==> config.mk <==
export PLATFORM = sky130hd
export DESIGN_NAME = steering_panel_input_latch_unit
export DESIGN_NICKNAME = d
export VERILOG_FILES = /design/src/sv/spil_pkg.sv /design/src/sv/steering_panel_input_latch_unit.sv /design/src/sv/spil_scale.sv /design/src/sv/spil_latch.sv
export SDC_FILE = /design/constraint.sdc
export NUM_CORES = 1
export LEC_CHECK = 0
export BUFFER_PORTS_ARGS = -buffer_cell sky130_fd_sc_hd__buf_4
export CAP_MARGIN = 40
export CORE_ASPECT_RATIO = 0.75
export CORE_MARGIN = 2
export CORE_UTILIZATION = 40
export DETAILED_ROUTE_END_ITERATION = 12
export GPL_TIMING_DRIVEN = 1
export HOLD_SLACK_MARGIN = 0.08
export PLACE_DENSITY_LB_ADDON = 0.2
export SYNTH_ARGS = -nofsm -noshare
export SYNTH_HDL_FRONTEND = slang
export SYNTH_SLANG_ARGS = --single-unit
==> constraint.sdc <==
create_clock -name clk -period 10 [get_ports clk]
set_clock_uncertainty 0.1 [all_clocks]
set_input_delay 2 -clock clk [delete_from_list [all_inputs] [get_ports clk]]
set_output_delay 2 -clock clk [all_outputs]
set_load 0.02 [all_outputs]
==> src/sv/spil_pkg.sv <==
package spil_pkg;

    // Pedal full-scale value and lap counter ceiling
    localparam int PEDAL_MAX = 4095;
    localparam int LAP_LIMIT = 999;

    localparam int PEDAL_W   = 12;
    localparam int PERCENT_W = 7;
    localparam int LAPS_W    = 10;
    localparam int LEVELS_W  = 8;

    // Rounded percentage: floor((200*p + PEDAL_MAX) / (2*PEDAL_MAX)),
    // which equals floor((100*p + (PEDAL_MAX-1)/2) / PEDAL_MAX) for odd PEDAL_MAX.
    // The divide by PEDAL_MAX is a multiply by ceil(2^31 / 4095) and a shift,
    // exact for all numerators below 2^19.
    localparam int PCT_NUM_W   = 19;
    localparam int PCT_RECIP_W = 20;
    localparam int PCT_SHIFT   = 31;
    localparam int PCT_PROD_W  = PCT_NUM_W + PCT_RECIP_W;
    localparam int PCT_Q_W     = PCT_PROD_W - PCT_SHIFT;
    localparam logic [PCT_RECIP_W-1:0] PCT_RECIP = 20'd524417;
    localparam int PCT_BIAS    = (PEDAL_MAX - 1) / 2;
    localparam int PCT_FULL    = 100;

    // Bit positions of the button levels in the edge detector word
    localparam int LVL_HEADLIGHT = 0;
    localparam int LVL_LEFT      = 1;
    localparam int LVL_RIGHT     = 2;
    localparam int LVL_DIRECTION = 3;
    localparam int LVL_HAZARD    = 4;
    localparam int LVL_MODE      = 5;
    localparam int LVL_LAP_UP    = 6;
    localparam int LVL_LAP_DOWN  = 7;

    typedef struct packed {
        logic                regen_button;
        logic [PEDAL_W-1:0]  pedal_level;
        logic                headlight_button;
        logic                left_button;
        logic                right_button;
        logic                direction_button;
        logic                horn_button;
        logic                hazard_button;
        logic                mode_button;
        logic                lap_up_button;
        logic                lap_down_button;
    } sample_t;

    typedef struct packed {
        logic [PERCENT_W-1:0] regen_percent;
        logic [PEDAL_W-1:0]   throttle_level;
        logic                 headlight_on;
        logic                 direction_forward;
        logic                 horn_on;
        logic                 hazard_on;
        logic                 left_on;
        logic                 right_on;
        logic                 drive_mode_out;
        logic [LAPS_W-1:0]    laps;
    } result_t;

    // Latch state carried from the latch unit to the result register
    typedef struct packed {
        logic              headlight;
        logic              direction;
        logic              hazard;
        logic              left;
        logic              right;
        logic              mode;
        logic [LAPS_W-1:0] laps;
    } latch_state_t;

endpackage

==> src/sv/steering_panel_input_latch_unit.sv <==
// Steering panel input latch.
// The sample channel takes one panel sample per beat: calibrated pedal level
// and the button levels. The result channel returns one result per sample:
// regen percentage or throttle, the latched headlight, direction, hazard,
// blinker and drive-mode bits, the live horn level and the lap count.
// A beat moves when valid is high and stall is low on that channel.
// A sample beat is taken into the sample register; when the result register
// is free, the latch update and pedal scaling load the result register, whose
// valid then rises. Throughput is one sample per cycle while the result side
// does not stall; the single reciprocal multiply sits between the two registers.
// When the result side stalls, the result register holds and the sample
// register can still take one more beat; a further sample is stalled until
// the result moves.
// Reset empties both registers, sets direction to forward and clears all other
// latches and the lap count. The first sample after reset only seeds the edge
// detectors; its result still carries the pedal and horn values.
module steering_panel_input_latch_unit (
    input  logic              clk,
    input  logic              rst_n,
    input  logic              sample_valid,
    output logic              sample_stall,
    input  spil_pkg::sample_t sample,
    output logic              result_valid,
    input  logic              result_stall,
    output spil_pkg::result_t result
);

    spil_pkg::sample_t             sample_reg;
    logic                          sample_valid_reg;
    logic                          sample_valid_next;
    spil_pkg::result_t             result_reg;
    spil_pkg::result_t             result_next;
    logic                          result_valid_reg;
    logic                          result_valid_next;
    logic                          advance;
    logic                          accept;
    logic [spil_pkg::LEVELS_W-1:0] levels;
    spil_pkg::latch_state_t        latch_next;
    logic [spil_pkg::PERCENT_W-1:0] percent;
    logic [spil_pkg::PEDAL_W-1:0]  throttle;

    // Move a sample into the result register when that register is free
    assign advance      = sample_valid_reg && (!result_valid_reg || !result_stall);
    assign sample_stall = sample_valid_reg && !advance;
    assign accept       = sample_valid && !sample_stall;

    always_comb
    begin
        sample_valid_next = sample_valid_reg;
        if (accept)
            sample_valid_next = 1'b1;
        else if (advance)
            sample_valid_next = 1'b0;

        result_valid_next = result_valid_reg;
        if (advance)
            result_valid_next = 1'b1;
        else if (!result_stall)
            result_valid_next = 1'b0;
    end

    // Pack button levels for the edge detectors
    always_comb
    begin
        levels = '0;
        levels[spil_pkg::LVL_HEADLIGHT] = sample_reg.headlight_button;
        levels[spil_pkg::LVL_LEFT]      = sample_reg.left_button;
        levels[spil_pkg::LVL_RIGHT]     = sample_reg.right_button;
        levels[spil_pkg::LVL_DIRECTION] = sample_reg.direction_button;
        levels[spil_pkg::LVL_HAZARD]    = sample_reg.hazard_button;
        levels[spil_pkg::LVL_MODE]      = sample_reg.mode_button;
        levels[spil_pkg::LVL_LAP_UP]    = sample_reg.lap_up_button;
        levels[spil_pkg::LVL_LAP_DOWN]  = sample_reg.lap_down_button;
    end

    spil_latch u_latch (
        .clk        (clk),
        .rst_n      (rst_n),
        .advance    (advance),
        .levels     (levels),
        .state_next (latch_next)
    );

    spil_scale u_scale (
        .regen    (sample_reg.regen_button),
        .pedal    (sample_reg.pedal_level),
        .percent  (percent),
        .throttle (throttle)
    );

    // Assemble the result beat
    always_comb
    begin
        result_next.regen_percent     = percent;
        result_next.throttle_level    = throttle;
        result_next.headlight_on      = latch_next.headlight;
        result_next.direction_forward = latch_next.direction;
        result_next.horn_on           = sample_reg.horn_button;
        result_next.hazard_on         = latch_next.hazard;
        result_next.left_on           = latch_next.left;
        result_next.right_on          = latch_next.right;
        result_next.drive_mode_out    = latch_next.mode;
        result_next.laps              = latch_next.laps;
    end

    // Valid flags
    always_ff @(posedge clk or negedge rst_n)
    begin
        if (!rst_n)
        begin
            sample_valid_reg <= 1'b0;
            result_valid_reg <= 1'b0;
        end
        else
        begin
            sample_valid_reg <= sample_valid_next;
            result_valid_reg <= result_valid_next;
        end
    end

    // Payload registers
    always_ff @(posedge clk)
    begin
        if (accept)
            sample_reg <= sample;
        if (advance)
            result_reg <= result_next;
    end

    assign result_valid = result_valid_reg;
    assign result       = result_reg;

    // Percentage stays within full scale
    assert property (@(posedge clk) disable iff (!rst_n)
        result_valid |-> (result.regen_percent <= spil_pkg::PERCENT_W'(spil_pkg::PCT_FULL)))
        else $error("regen percentage above full scale");

    // Regen and throttle are never both active
    assert property (@(posedge clk) disable iff (!rst_n)
        (result_valid && result.regen_percent != '0) |-> (result.throttle_level == '0))
        else $error("throttle active during regen");

    // A sample is never dropped: a held sample with a stalled result stalls the input
    assert property (@(posedge clk) disable iff (!rst_n)
        (sample_valid_reg && result_valid_reg && result_stall) |-> sample_stall)
        else $error("sample register overrun");

endmodule

==> src/sv/spil_scale.sv <==
module spil_scale (
    input  logic                          regen,
    input  logic [spil_pkg::PEDAL_W-1:0]  pedal,
    output logic [spil_pkg::PERCENT_W-1:0] percent,
    output logic [spil_pkg::PEDAL_W-1:0]  throttle
);

    logic [spil_pkg::PEDAL_W-1:0]    pedal_clamped;
    logic [spil_pkg::PCT_NUM_W-1:0]  pct_num;
    logic [spil_pkg::PCT_PROD_W-1:0] pct_prod;
    logic [spil_pkg::PCT_Q_W-1:0]    pct_q;

    // Clamp the pedal to its full scale
    always_comb
    begin
        if (spil_pkg::PEDAL_W'(spil_pkg::PEDAL_MAX) < pedal)
            pedal_clamped = spil_pkg::PEDAL_W'(spil_pkg::PEDAL_MAX);
        else
            pedal_clamped = pedal;
    end

    // Scale to a rounded percentage by reciprocal multiply
    assign pct_num  = spil_pkg::PCT_NUM_W'(pedal_clamped) * spil_pkg::PCT_NUM_W'(spil_pkg::PCT_FULL)
                    + spil_pkg::PCT_NUM_W'(spil_pkg::PCT_BIAS);
    assign pct_prod = spil_pkg::PCT_PROD_W'(pct_num) * spil_pkg::PCT_PROD_W'(spil_pkg::PCT_RECIP);
    assign pct_q    = pct_prod[spil_pkg::PCT_PROD_W-1:spil_pkg::PCT_SHIFT];

    // Route the pedal to regen or throttle
    always_comb
    begin
        percent  = '0;
        throttle = '0;
        if (regen)
        begin
            if (pct_q > spil_pkg::PCT_Q_W'(spil_pkg::PCT_FULL))
                percent = spil_pkg::PERCENT_W'(spil_pkg::PCT_FULL);
            else
                percent = pct_q[spil_pkg::PERCENT_W-1:0];
        end
        else
        begin
            throttle = pedal_clamped;
        end
    end

endmodule

==> src/sv/spil_latch.sv <==
module spil_latch (
    input  logic                           clk,
    input  logic                           rst_n,
    input  logic                           advance,
    input  logic [spil_pkg::LEVELS_W-1:0]  levels,
    output spil_pkg::latch_state_t         state_next
);

    spil_pkg::latch_state_t          state_reg;
    logic [spil_pkg::LEVELS_W-1:0]   prev_reg;
    logic                            primed_reg;
    logic [spil_pkg::LEVELS_W-1:0]   rise;
    logic                            hazard_tog;
    logic [spil_pkg::LAPS_W-1:0]     laps_up;

    assign rise = levels & ~prev_reg;

    // Toggle latches on rising edges once the detectors are seeded
    always_comb
    begin
        state_next = state_reg;
        hazard_tog = state_reg.hazard ^ rise[spil_pkg::LVL_HAZARD];
        laps_up    = state_reg.laps;
        if (primed_reg)
        begin
            state_next.headlight = state_reg.headlight ^ rise[spil_pkg::LVL_HEADLIGHT];
            state_next.direction = state_reg.direction ^ rise[spil_pkg::LVL_DIRECTION];
            state_next.hazard    = hazard_tog;
            // hazard turning on drops both blinkers
            if (hazard_tog && !state_reg.hazard)
            begin
                state_next.left  = 1'b0;
                state_next.right = 1'b0;
            end
            if (!hazard_tog)
            begin
                state_next.left  = state_reg.left ^ rise[spil_pkg::LVL_LEFT];
                state_next.right = state_reg.right ^ rise[spil_pkg::LVL_RIGHT];
            end
            state_next.mode = state_reg.mode ^ rise[spil_pkg::LVL_MODE];
            // step up first, then down, both saturating
            if (rise[spil_pkg::LVL_LAP_UP]
                && state_reg.laps < spil_pkg::LAPS_W'(spil_pkg::LAP_LIMIT))
                laps_up = state_reg.laps + spil_pkg::LAPS_W'(1);
            state_next.laps = laps_up;
            if (rise[spil_pkg::LVL_LAP_DOWN] && laps_up != '0)
                state_next.laps = laps_up - spil_pkg::LAPS_W'(1);
        end
    end

    // Hold latch state; advance once per beat
    always_ff @(posedge clk or negedge rst_n)
    begin
        if (!rst_n)
        begin
            state_reg.headlight <= 1'b0;
            state_reg.direction <= 1'b1;
            state_reg.hazard    <= 1'b0;
            state_reg.left      <= 1'b0;
            state_reg.right     <= 1'b0;
            state_reg.mode      <= 1'b0;
            state_reg.laps      <= '0;
            prev_reg            <= '0;
            primed_reg          <= 1'b0;
        end
        else if (advance)
        begin
            state_reg  <= state_next;
            prev_reg   <= levels;
            primed_reg <= 1'b1;
        end
    end

    // Hazards on keep both blinkers off
    assert property (@(posedge clk) disable iff (!rst_n)
        state_reg.hazard |-> (!state_reg.left && !state_reg.right))
        else $error("blinker latched while hazards on");

    // Lap count never passes its ceiling
    assert property (@(posedge clk) disable iff (!rst_n)
        state_reg.laps <= spil_pkg::LAPS_W'(spil_pkg::LAP_LIMIT))
        else $error("lap count above limit");

    // The first beat after reset changes no latch
    assert property (@(posedge clk) disable iff (!rst_n)
        (advance && !primed_reg) |=> (state_reg == $past(state_reg)))
        else $error("latch changed on seeding beat");

endmodule

==> impl_metrics.tcl <==
set metrics [dict create \
    place_area_um2 7220 \
    cts_htree_levels 3 \
    fin_crit_sh_pct 79.4 \
    antenna-diode-count 0 \
    maxCapViolCount 0 \
    num_vias 4785 \
    start_util_pct 40.9 \
    synth_top_area_cell "edfxtp_1" \
    r2r-start "sample_reg[13]$_DFFE_PP_" \
    drt_pre_antenna_iters 5 \
    hold_violations 0 \
    synth_edf_count 58 \
    core_area_um2 16100 \
    final_core_util_pct 46.8 \
    postCtsSetupBuffers 0 \
    p_leak_nw 3.47 \
    tightest_slew_ns 0.851 \
    hold_start "result_next[14]$_DFFE_PP_" \
    vdd_ir_drop_max_mv 0.103 \
    synth-xor-area-share_pct 6.64 \
    final_cell_area_um2 7520 \
    synth_top_family_by_area "adder cells" \
    cp_top_family "compound AO/OA/AOI/OAI gates" \
    end_kind "register" \
    worstPathArrival_ns 8.01 \
    synth_commonest_cells "ha_1, inv_1, edfxtp_1" \
    synth_adder_area_share_pct 22.5 \
    clock_latency_ns 0.35 \
    grt.total_usage_pct 17.5 \
    grt_max_degree 28 \
    cts_sinks 85 \
    synthTopCellsByArea "edfxtp_1, ha_1, dfrtp_1, inv_1, xnor2_1" \
    placementRows 40 \
    dp_slack_ns 2.12 \
    outcome "finished, final reports clean" \
    synth.area.mux_share_pct 2.49 \
    r2r_end "result[30]$_SDFFCE_PP0P_" \
    relSlewSlack_pct 43.3 \
    yosysTopAreaCellShare_pct 26.5 \
    synth_most_common_cell "ha_1" \
    numCtsBuffers 9 \
    synth-seq-area-share_pct 36.8 \
    largest_reg_flops 36 \
    area_growth_pct 14.4 \
    path_clk_slew_ns 0.07 \
    critPathKind "reg2reg" \
    hold_end "result[14]$_DFFE_PP_" \
    cp_common_cell "ha_1" \
    drv_slew 0 \
    root_buffer "clkbuf_16" \
    drt-initial-drc-count 299 \
    die_x_um 152 \
    ctsResizeCount 0 \
    cpMaxStageDelayCell "edfxtp_1" \
    timing.fmax_ghz 0.126 \
    io-pin-count 64 \
    antenna_found_initial 0 \
    grt_first_pass_wirelength_um 24300 \
    port_buffers 63 \
    ys.flop_type "edfxtp_1" \
    synth_nets 768 \
    period_needed_ns 7.94 \
    syn_area_um2 6570 \
    wirelength_um 14700 \
    grt.overflow.total 0 \
    wl_per_cell_um 16.3 \
    cts_buffer_depth 2 \
    setup_viol 0 \
    avgSynthCellArea_um2 10.5 \
    dp.cells 884 \
    syn_inst 628 \
    synth-simple-area-share_pct 13.8 \
    fin_ws_ns 2.06 \
    cp-start-kind "register" \
    cp_data_required_time_ns 10.07 \
    worstPathMaxFanout 9 \
    ys_types 76 \
    critical_path_buf_inv_count 3 \
    cts_tree "done" \
    rsz0062_at_grt "no" \
    die_h_um 115 \
    ys_ff_latch 85 \
    postCtsHoldBufs 0 \
    nNetsFinal 825 \
    async_flop_share_pct 31.8 \
    min_path_cells 0 \
    dieArea_um2 17500 \
    dpl.hpwl_um 11200 \
    gp_congestion 0.866 \
    vias_per_cell 5.32 \
    instances_no_fill 900 \
    grt_pass1_vias 4691 \
    finalSetupTns_ns 0 \
    drive_gt1_share_pct 16.5 \
    slowest_delay_ns 0.52 \
    yosysWarnings 0 \
    rr_worst_depth 27 \
    power.density_nw_per_um2 288 \
    drcViolationCount 0 \
    hp-class "reg2reg" \
    antenna_left 0 \
    synth-compound-area-share_pct 12.6 \
    regToRegSetupSlack_ns 2.06 \
]
-- report_power, final --
| part | internal (mW) | switching (mW) | total, mW |
|---|---|---|---|
| registers | 0.475 | 0.0763 | 0.551 |
| logic | 0.562 | 0.716 | 1.28 |
| clock network | 0.187 | 0.151 | 0.338 |
| total | 1.22 | 0.943 | 2.17 |
-- worst max-delay path by stage --
stage	from	end	slack, ns	depth (start not counted)
2_1_floorplan	sample_reg[11]$_DFFE_PP_	result[34]$_SDFFCE_PN0P_	2.93	25
3_3_place_gp	sample_reg[13]$_DFFE_PP_	result[31]$_SDFFCE_PN0P_	2.23	27
3_5_place_dp	sample_reg[13]$_DFFE_PP_	result[30]$_SDFFCE_PP0P_	2.12	27
4_1_cts	sample_reg[13]$_DFFE_PP_	result[30]$_SDFFCE_PP0P_	2.10	27
5_1_grt	sample_reg[13]$_DFFE_PP_	result[30]$_SDFFCE_PP0P_	1.53	27
6_report	sample_reg[13]$_DFFE_PP_	result[30]$_SDFFCE_PP0P_	2.06	27
-- area by class of cell --
type	count	area, um2
clock inverter	6	47.5
multi-input combinational	460	3810
inverter	64	240
timing repair buffer	65	488
tap	210	263
fill	1490	8540
sequential	85	2420
clock buffer	10	250
-- logic make-up after synthesis --
group | count (synthesis)
flops | 85
fa+ha+maj | 114
buf+inv | 83
xor+xnor | 49
mux | 15
compound gates | 109
simple gates | 173
-- placed cells by master, fill, tap and decap left out, types with 3 or more instances in the layout --
cell / count
a31oi_1: 7
and3_1: 8
clkbuf_16: 10
buf_4: 65
o211ai_1: 5
nor4_1: 4
or2_2: 5
a211o_1: 5
fa_1: 7
a21o_1: 10
edfxtp_1: 58
inv_1: 63
and4_1: 5
nand3_1: 15
mux2i_1: 4
ha_1: 107
a211oi_1: 4
o21a_1: 4
nor3_1: 13
a221oi_1: 4
o21ai_0: 22
xnor2_1: 26
nor2_1: 30
nand2_1: 44
nand3b_1: 3
nor2b_1: 8
nand4_1: 8
nand2b_1: 13
xor2_1: 22
mux2_2: 11
a21oi_1: 12
or3_1: 6
dfrtp_1: 26
-- per-stage QoR --
| stage | hold WS, ns | power [mW] |
|---|---|---|
| 3_5_place_dp | 0.322 | 1.83 |
| 3_3_place_gp | 0.307 | 1.78 |
| 4_1_cts | 0.342 | 2.19 |
| 5_1_grt | 0.344 | 2.40 |
| 6_report | 0.339 | 2.17 |
| 2_1_floorplan | 0.300 | 1.51 |
-- routing by layer --
| layer | global-route usage (%) | share of wire [%] | wire length (um) | up-vias |
|---|---|---|---|---|
| met2 | 25.6 | 41 | 6040 | 129 |
| li1 | - | - | - | 2388 |
| met3 | 4.18 | 5.2 | 767 | 17 |
| met5 | 0 | 0 | 0 | - |
| met4 | 4.86 | 1.7 | 245 | 0 |
| met1 | 26.0 | 52 | 7630 | 2251 |
-- worst reg2reg max path: stages, from the launching register on --
cell      delay [ns]
edfxtp_1        0.52
ha_1            0.35
ha_1            0.27
inv_1           0.05
fa_1            0.50
inv_1           0.04
ha_1            0.45
a21o_1          0.28
a31oi_1         0.10
a211oi_1        0.29
o21ai_1         0.30
or3_1           0.41
o21ai_0         0.39
and2_2          0.27
inv_1           0.07
ha_1            0.30
ha_1            0.30
ha_1            0.29
ha_1            0.29
and4_1          0.20
o211ai_1        0.11
a211o_1         0.30
a31o_2          0.21
a221oi_1        0.40
o21ai_0         0.30
nor3_1          0.30
o22ai_1         0.15
a31oi_1         0.23
Note: power is estimated with default switching activity, not from simulation.
